<file path="src/sv/qas_pkg.sv">
// Shared types and constants for the quoted argument splitter.
`default_nettype none

package qas_pkg;

    localparam int unsigned MAX_ARGS_DEF = 64;
    localparam int unsigned IDX_CAP      = 64;

    localparam int unsigned KIND_W  = 2;
    localparam int unsigned BYTE_W  = 8;
    localparam int unsigned IDX_W   = 6;
    localparam int unsigned TOTAL_W = 7;
    localparam int unsigned RES_N   = 3;
    localparam int unsigned CNT_W   = 2;

    localparam logic [KIND_W-1:0] K_BYTE    = 2'd0;
    localparam logic [KIND_W-1:0] K_ENDARG  = 2'd1;
    localparam logic [KIND_W-1:0] K_ENDLINE = 2'd2;

    localparam logic [0:0] CFG_MAX_ARGS   = 1'b0;
    localparam logic [0:0] CFG_QUOTE_MODE = 1'b1;

    localparam logic [TOTAL_W-1:0] MAX_ARGS_RST   = 7'd64;
    localparam logic               QUOTE_MODE_RST = 1'b1;

    localparam logic [BYTE_W-1:0] CH_NUL   = 8'h00;
    localparam logic [BYTE_W-1:0] CH_TAB   = 8'h09;
    localparam logic [BYTE_W-1:0] CH_SPACE = 8'h20;
    localparam logic [BYTE_W-1:0] CH_QUOTE = 8'h22;
    localparam logic [BYTE_W-1:0] CH_BSLASH = 8'h5C;

    typedef struct packed {
        logic [KIND_W-1:0]  kind;
        logic [BYTE_W-1:0]  out_byte;
        logic [IDX_W-1:0]   arg_index;
        logic [TOTAL_W-1:0] arg_total;
    } t_res;

    typedef struct packed {
        t_res [RES_N-1:0] ent;
        logic [CNT_W-1:0] cnt;
    } t_res_set;

endpackage

`default_nettype wire

</file>
<file path="src/sv/quoted_argument_splitter.sv">
// Top level of the quoted argument splitter: config registers, scan and result buffer.
//
//  channel  direction  handshake               payload
//  in       input      i_in_valid/o_in_stall   i_in_byte
//  out      output     o_out_valid/i_out_stall o_kind o_out_byte o_arg_index o_arg_total o_last
//  cfg      input      i_cfg_valid/o_cfg_ready i_cfg_index i_cfg_data
//
// One byte per cycle when each byte yields at most one result and the output does not stall;
// a byte that yields more holds the scan stage while the single result port of the buffer
// hands them out. Each byte is registered in the scan stage and its results in the buffer.
// Synchronous active-low reset clears the scan state, argument count and buffer.
// A stalled result holds the buffer; the input stalls while a byte waits and the buffer cannot take its results.
`default_nettype none

module quoted_argument_splitter
    import qas_pkg::*;
#(
    parameter int unsigned MAX_ARGS = MAX_ARGS_DEF
) (
    input  wire logic               i_clk,
    input  wire logic               i_rst_n,
    input  wire logic               i_in_valid,
    output logic                    o_in_stall,
    input  wire logic [BYTE_W-1:0]  i_in_byte,
    output logic                    o_out_valid,
    input  wire logic               i_out_stall,
    output logic [KIND_W-1:0]       o_kind,
    output logic [BYTE_W-1:0]       o_out_byte,
    output logic [IDX_W-1:0]        o_arg_index,
    output logic [TOTAL_W-1:0]      o_arg_total,
    output logic                    o_last,
    input  wire logic               i_cfg_valid,
    output logic                    o_cfg_ready,
    input  wire logic [0:0]         i_cfg_index,
    input  wire logic [TOTAL_W-1:0] i_cfg_data
);

    logic [TOTAL_W-1:0] r_max_args;
    logic               r_quote_mode;
    logic               buf_free;
    logic               load;
    t_res_set           res;
    t_res               head;

    assign o_cfg_ready = 1'b1;

    always_ff @(posedge i_clk) begin
        if (!i_rst_n) begin
            r_max_args   <= MAX_ARGS_RST;
            r_quote_mode <= QUOTE_MODE_RST;
        end else if (i_cfg_valid && o_cfg_ready) begin
            case (i_cfg_index)
                CFG_MAX_ARGS:   r_max_args   <= i_cfg_data;
                CFG_QUOTE_MODE: r_quote_mode <= i_cfg_data[0];
                default: ;
            endcase
        end
    end

    qas_scan #(
        .MAX_ARGS (MAX_ARGS)
    ) u_scan (
        .i_clk        (i_clk),
        .i_rst_n      (i_rst_n),
        .i_in_valid   (i_in_valid),
        .o_in_stall   (o_in_stall),
        .i_in_byte    (i_in_byte),
        .i_max_args   (r_max_args),
        .i_quote_mode (r_quote_mode),
        .i_buf_free   (buf_free),
        .o_load       (load),
        .o_res        (res)
    );

    qas_outbuf u_outbuf (
        .i_clk       (i_clk),
        .i_rst_n     (i_rst_n),
        .i_load      (load),
        .i_res       (res),
        .o_free      (buf_free),
        .o_out_valid (o_out_valid),
        .i_out_stall (i_out_stall),
        .o_head      (head),
        .o_last      (o_last)
    );

    assign o_kind      = head.kind;
    assign o_out_byte  = head.out_byte;
    assign o_arg_index = head.arg_index;
    assign o_arg_total = head.arg_total;

    a_empty_no_stall: assert property (@(posedge i_clk) disable iff (!i_rst_n)
        !o_out_valid |-> !o_in_stall)
        else $error("input stalled with empty result buffer");

    a_endline_last: assert property (@(posedge i_clk) disable iff (!i_rst_n)
        (o_out_valid && o_kind == K_ENDLINE) |-> o_last)
        else $error("line end is not the final result of its byte");

    a_mark_no_byte: assert property (@(posedge i_clk) disable iff (!i_rst_n)
        (o_out_valid && o_kind != K_BYTE) |-> (o_out_byte == '0))
        else $error("end mark carries a byte");

    a_total_range: assert property (@(posedge i_clk) disable iff (!i_rst_n)
        (o_out_valid && o_kind == K_ENDLINE) |-> (o_arg_total <= TOTAL_W'(IDX_CAP)))
        else $error("argument count beyond limit");

endmodule

`default_nettype wire

</file>
<file path="src/sv/qas_scan.sv">
// Input register, scan state machine and per-byte result decode.
`default_nettype none

module qas_scan
    import qas_pkg::*;
#(
    parameter int unsigned MAX_ARGS = MAX_ARGS_DEF
) (
    input  wire logic               i_clk,
    input  wire logic               i_rst_n,
    input  wire logic               i_in_valid,
    output logic                    o_in_stall,
    input  wire logic [BYTE_W-1:0]  i_in_byte,
    input  wire logic [TOTAL_W-1:0] i_max_args,
    input  wire logic               i_quote_mode,
    input  wire logic               i_buf_free,
    output logic                    o_load,
    output t_res_set                o_res
);

    localparam int unsigned LIM_CAP_I = (MAX_ARGS < IDX_CAP) ? MAX_ARGS : IDX_CAP;
    localparam logic [TOTAL_W-1:0] LIM_CAP = TOTAL_W'(LIM_CAP_I);

    localparam logic [2:0] ST_SKIP   = 3'd0;
    localparam logic [2:0] ST_WORD   = 3'd1;
    localparam logic [2:0] ST_QUOTED = 3'd2;
    localparam logic [2:0] ST_ESCAPE = 3'd3;

    logic               r_in_valid;
    logic [BYTE_W-1:0]  r_in_byte;
    logic [2:0]         r_state;
    logic [2:0]         n_state;
    logic [TOTAL_W-1:0] r_found;
    logic [TOTAL_W-1:0] n_found;

    logic               adv;
    logic               take;
    logic               blank;
    logic [IDX_W-1:0]   cur_idx;
    logic [TOTAL_W-1:0] lim;
    t_res_set           res;

    assign adv        = r_in_valid && i_buf_free;
    assign o_in_stall = r_in_valid && !i_buf_free;
    assign take       = i_in_valid && !o_in_stall;
    assign o_load     = adv;
    assign o_res      = res;

    assign blank   = (r_in_byte == CH_SPACE) || (r_in_byte == CH_TAB);
    assign cur_idx = IDX_W'(r_found - TOTAL_W'(1));
    assign lim     = (i_max_args > LIM_CAP) ? LIM_CAP : i_max_args;

    always_comb begin
        res     = '0;
        n_state = r_state;
        n_found = r_found;
        case (r_state)
            ST_WORD, ST_QUOTED: begin
                if (r_in_byte == CH_NUL) begin
                    res.ent[0].kind      = K_ENDARG;
                    res.ent[0].arg_index = cur_idx;
                    res.ent[1].kind      = K_ENDLINE;
                    res.ent[1].arg_total = r_found;
                    res.cnt              = 2'd2;
                    n_state              = ST_SKIP;
                    n_found              = '0;
                end else if ((r_state == ST_WORD && blank) ||
                             (r_state == ST_QUOTED && r_in_byte == CH_QUOTE)) begin
                    res.ent[0].kind      = K_ENDARG;
                    res.ent[0].arg_index = cur_idx;
                    res.cnt              = 2'd1;
                    n_state              = ST_SKIP;
                end else if (r_state == ST_QUOTED && r_in_byte == CH_BSLASH) begin
                    n_state = ST_ESCAPE;
                end else begin
                    res.ent[0].kind      = K_BYTE;
                    res.ent[0].out_byte  = r_in_byte;
                    res.ent[0].arg_index = cur_idx;
                    res.cnt              = 2'd1;
                end
            end
            ST_ESCAPE: begin
                res.ent[0].kind      = K_BYTE;
                res.ent[0].arg_index = cur_idx;
                if (r_in_byte == CH_NUL) begin
                    res.ent[0].out_byte  = CH_BSLASH;
                    res.ent[1].kind      = K_ENDARG;
                    res.ent[1].arg_index = cur_idx;
                    res.ent[2].kind      = K_ENDLINE;
                    res.ent[2].arg_total = r_found;
                    res.cnt              = 2'd3;
                    n_state              = ST_SKIP;
                    n_found              = '0;
                end else begin
                    res.ent[0].out_byte = r_in_byte;
                    res.cnt             = 2'd1;
                    n_state             = ST_QUOTED;
                end
            end
            default: begin
                n_state = ST_SKIP;
                if (r_in_byte == CH_NUL) begin
                    res.ent[0].kind      = K_ENDLINE;
                    res.ent[0].arg_total = r_found;
                    res.cnt              = 2'd1;
                    n_found              = '0;
                end else if (!blank && r_found < lim) begin
                    n_found = r_found + TOTAL_W'(1);
                    if (i_quote_mode && r_in_byte == CH_QUOTE) begin
                        n_state = ST_QUOTED;
                    end else begin
                        res.ent[0].kind      = K_BYTE;
                        res.ent[0].out_byte  = r_in_byte;
                        res.ent[0].arg_index = IDX_W'(r_found);
                        res.cnt              = 2'd1;
                        n_state              = ST_WORD;
                    end
                end
            end
        endcase
    end

    always_ff @(posedge i_clk) begin
        if (!i_rst_n) begin
            r_in_valid <= 1'b0;
            r_state    <= ST_SKIP;
            r_found    <= '0;
        end else begin
            if (take) begin
                r_in_valid <= 1'b1;
            end else if (adv) begin
                r_in_valid <= 1'b0;
            end
            if (adv) begin
                r_state <= n_state;
                r_found <= n_found;
            end
        end
    end

    always_ff @(posedge i_clk) begin
        if (take) begin
            r_in_byte <= i_in_byte;
        end
    end

endmodule

`default_nettype wire

</file>
<file path="src/sv/qas_outbuf.sv">
// Result buffer that holds the results of one byte and hands them out in order.
`default_nettype none

module qas_outbuf
    import qas_pkg::*;
(
    input  wire logic     i_clk,
    input  wire logic     i_rst_n,
    input  wire logic     i_load,
    input  wire t_res_set i_res,
    output logic          o_free,
    output logic          o_out_valid,
    input  wire logic     i_out_stall,
    output t_res          o_head,
    output logic          o_last
);

    logic [CNT_W-1:0] r_cnt;
    t_res [RES_N-1:0] r_ent;
    logic             pop;

    assign o_out_valid = (r_cnt != '0);
    assign pop         = o_out_valid && !i_out_stall;
    assign o_free      = (r_cnt == '0) || (r_cnt == CNT_W'(1) && !i_out_stall);
    assign o_head      = r_ent[0];
    assign o_last      = (r_cnt == CNT_W'(1));

    always_ff @(posedge i_clk) begin
        if (!i_rst_n) begin
            r_cnt <= '0;
        end else if (i_load) begin
            r_cnt <= i_res.cnt;
        end else if (pop) begin
            r_cnt <= r_cnt - CNT_W'(1);
        end
    end

    // advance the queue by one entry on each take
    always_ff @(posedge i_clk) begin
        if (i_load) begin
            r_ent <= i_res.ent;
        end else if (pop) begin
            r_ent[0] <= r_ent[1];
            r_ent[1] <= r_ent[2];
        end
    end

endmodule

`default_nettype wire

</file>
<file path="config.mk">
export PLATFORM = sky130hd
export DESIGN_NAME = quoted_argument_splitter
export DESIGN_NICKNAME = d
export VERILOG_FILES = /design/src/sv/qas_pkg.sv /design/src/sv/quoted_argument_splitter.sv /design/src/sv/qas_scan.sv /design/src/sv/qas_outbuf.sv
export SDC_FILE = /design/constraint.sdc
export NUM_CORES = 1
export LEC_CHECK = 0
export BUFFER_PORTS_ARGS = -buffer_cell sky130_fd_sc_hd__buf_2
export CORE_MARGIN = 4
export CORE_UTILIZATION = 50
export CTS_BUF_LIST = sky130_fd_sc_hd__clkbuf_8 sky130_fd_sc_hd__clkbuf_16
export DETAILED_ROUTE_END_ITERATION = 6
export GPL_TIMING_DRIVEN = 0
export PLACE_DENSITY = 0.7
export SLEW_MARGIN = 20
export SYNTH_ARGS = -nofsm -noshare
export SYNTH_HDL_FRONTEND = slang
export SYNTH_SLANG_ARGS = --single-unit
</file>
<file path="constraint.sdc">
create_clock -name i_clk -period 7.4 [get_ports i_clk]
set_input_delay 0.37 -clock i_clk [delete_from_list [all_inputs] [get_ports i_clk]]
set_output_delay 0.37 -clock i_clk [all_outputs]
set_load 0.01 [all_outputs]
</file>
==> impl_results.md <==
- Critical Path AT: 2.70 ns
- Chip height: 96.7 um
- Most used cell, CP: clkbuf_1
- Critical path buffers and inverters: 3
- Post-synthesis register bit count: 74
- Fmax: 0.402 GHz
- FF-to-FF path depth: 8
- Synth top area share: 0.412
- Fin nets: 477
- Post-CTS Hold Buffers: 0
- Fin crit period: 2.49 ns
- Slew Viols, Final: 0
- Ratio of cells with drive above 1 in the final layout: 0.235
- Worst skew pair latency: 0.35 ns
- Reg2reg start: u_outbuf.r_cnt[1]
- CTS buffer count: 9
- Mapped Cells: 383
- Post-DR wirelength/cell: 14.9 um
- # setup viols final: 0
- CP Class: reg2reg
- Starting Density: 0.512
- First-pass GRT wire length: between 10000 and 15000 um
- CTS resizes: 0
- Worst hold path type: in2reg
- Mapped Nets: ~420
- Core area: approximately 0.0077 mm2
- Post-synth top cells: edfxtp_1, nand2_1, nor2_1, buf_4, o21ai_0
- DRT Pass-1 Iters: 5
- N_diodes: 0
- Hold path endpoint: u_scan.r_in_byte[5]
- CTS tree: done
- Cell area power density: 275 mW/mm2
- Htree depth: 3
- Post-synth EDFFs: 54
- Setup tns final: 0 ns
- Sink Count: 74
- Setup Fix Bufs, Post-CTS: 0
- Fin crit share: 0.336
- Syn Std Cell Area: 0.00394 mm2
- Crit-path max FO: 10
- Synth cell types: 60
- Post-detailed-route count of antenna-violating nets: 0
- Post-synthesis sequential area ratio: 0.514
- CP Data Required Time: roughly 7.6 ns
- Asr flop ratio synth: 0
- Die ar.: 0.00936 mm2
- Largest net degree at the start of global routing: 23
- Slowest-stage cell, CP: o21ai_0
- GR Util All Layers: 0.182
- CP Launch Type: register
- Num ports: 48
- Ys Warns: 0
- Placed wire-length estimate: 6060 um
- Area delta synth->final: 15.5%
- Die Width: 96.7 um
- Status: complete, no violations
- Post-Syn Area per Cell: just over 10 um2
- Vias per inst: 5.46
- Maxcap violations: 0
- Row cnt: 32
- Worst slew pin tran: 0.775 ns
- Largest area contributor in the netlist: edfxtp_1
- Static Leakage: 0.00188 uW
- Unrepaired setup endpoints after global routing: false
- Maximum vdd drop: 0.129 mV
- Vias in the first global route: 2883
- Critical Path, Cell by Cell: inv_1 > ha_1 > nor2b_1 > o21ai_0 > clkbuf_1 > clkbuf_1 > nand2_1 > o211ai_2
- DR DRC count: 0
- Layout Skew: approximately 0.010 ns
- 1st-iter DRT viols: 268
- RR Endpoint: u_outbuf.o_head[10]
- Total power draw: 1250 uW
- Hold Vio Cnt, Final: 0
- Clock buffer depth: 2
- Hold path depth: 1
- Initial antenna violation count: 0
- Detailed Route WL: 8180 um
- Hold Startpoint: i_in_byte[5]
- R2R Setup Slk: 4.91 ns
- CP max stage delay: 0.47 ns
- Crit. End Element: register
- Cell class contributing the biggest share of worst-path delay: buffers and inverters
- Top FF cell, synth: edfxtp_1
- Final global-route overflow total: 0
- Slew margin rel.: 0.483
- Root Driver: clkbuf_8
- Leading cell type by number of instances after synthesis: edfxtp_1
- Port buffer count: 46
- Ranking of synthesized cells by area: edfxtp_1, dfxtp_1, buf_4
- Vias: 3000
- Global placement routability congestion: 0.879
- Clock-pin slew on the worst setup and hold paths: 0.09 ns
## where the power goes
part           internal, uW  total, uW  switching, uW
logic                   174        389            215
registers               540        567           26.1
clock network           127        295            168
## metal layers
layer	wire length, um	track usage	vias up
li1	-	-	1499
met3	472	0.0332	18
met4	191	0.0810	0
met2	3890	0.289	90
met5	0	0	-
met1	3620	0.243	1393
## cell families (layout without fill, tap and decap cells)
kind of cell	count (synthesis)	in the layout	share of synthesized area
AND/OR/NAND/NOR	139	139	0.175
AO/OA/AOI/OAI	86	86	0.153
flip-flops	74	74	0.514
buffers and inverters	56	120	0.0811
adder cells (fa/ha/maj)	14	14	0.0445
multiplexers	9	9	0.0229
XOR/XNOR	4	4	0.00890
other	1	1	0.000953
## per-stage QoR
stage                     std cells  cell area, um2  worst slack (ns)  hold slack (ns)  utilization
final                           549            4550              4.91            0.191        0.591
after global routing            549            4550              4.65            0.177        0.591
after CTS                       549            4550              4.85            0.186        0.591
after detailed placement        533            4360              4.86            0.490        0.567
after global placement          531            4290              2.44            0.477        0.559
after floorplan                 383            3940              3.76            0.431            -
## layout by cell type, fill, tap and decap left out, types with 3 or more instances in the layout
cell and instances:
nor3_1 4, clkbuf_1 13, a211o_1 5, o21ai_0 25, ha_1 14, clkbuf_8 9, and3_1 11, buf_2 46
a21oi_1 8, a31oi_1 4, nor2b_1 7, nand4_1 3, or3_1 3, mux2i_1 8, xor2_1 3, a22oi_1 7
edfxtp_1 54, a21o_1 3, buf_4 25, o21a_1 3, nand3_1 14, o221ai_1 3, nand2_1 50, inv_1 14
nor2_1 27, nand3b_1 3, dfxtp_1 20, o21ai_1 6
## state kept, by name (all words and copies together) (netlist names)
| signal | count |
|---|---|
| u_outbuf.o_head | 23 |
| u_outbuf.r_ent | 23 |
| u_scan.r_in_byte | 8 |
| r_max_args | 7 |
| u_scan.r_found | 7 |
| u_outbuf.r_cnt | 2 |
| u_scan.r_state | 2 |
| r_quote_mode | 1 |
| u_scan.r_in_valid | 1 |
## worst reg2reg max path, stage by stage (launching register included)
cell and delay [ns]:
dfxtp_1 0.34, inv_1 0.06, ha_1 0.19, nor2b_1 0.14, o21ai_0 0.47, clkbuf_1 0.47
clkbuf_1 0.48, nand2_1 0.13, o211ai_2 0.07
## worst max-delay path by stage
stage,startpoint,end,slack [ns],depth (start not counted)
floorplan,u_outbuf.r_cnt[0],u_outbuf.r_cnt[1],3.76,6
global placement,u_outbuf.r_cnt[0],u_outbuf.r_cnt[1],2.44,6
detailed placement,u_outbuf.r_cnt[1],u_outbuf.o_head[10],4.86,8
CTS,u_outbuf.r_cnt[1],u_outbuf.o_head[10],4.85,8
global route,u_outbuf.r_cnt[1],u_outbuf.o_head[0],4.65,8
finish,u_outbuf.r_cnt[1],u_outbuf.o_head[10],4.91,8
## cell type report
| class | instances | area, um2 |
|---|---|---|
| fill | 669 | 3140 |
| buffer | 42 | 267 |
| sequential | 74 | 2020 |
| inverter | 14 | 52.6 |
| tap | 102 | 128 |
| multi-input combinational | 253 | 1610 |
| clock inverter | 7 | 61.3 |
| clock buffer | 9 | 124 |
| timing repair buffer | 48 | 285 |
No activity file was read; power rests on OpenSTA's default activity.
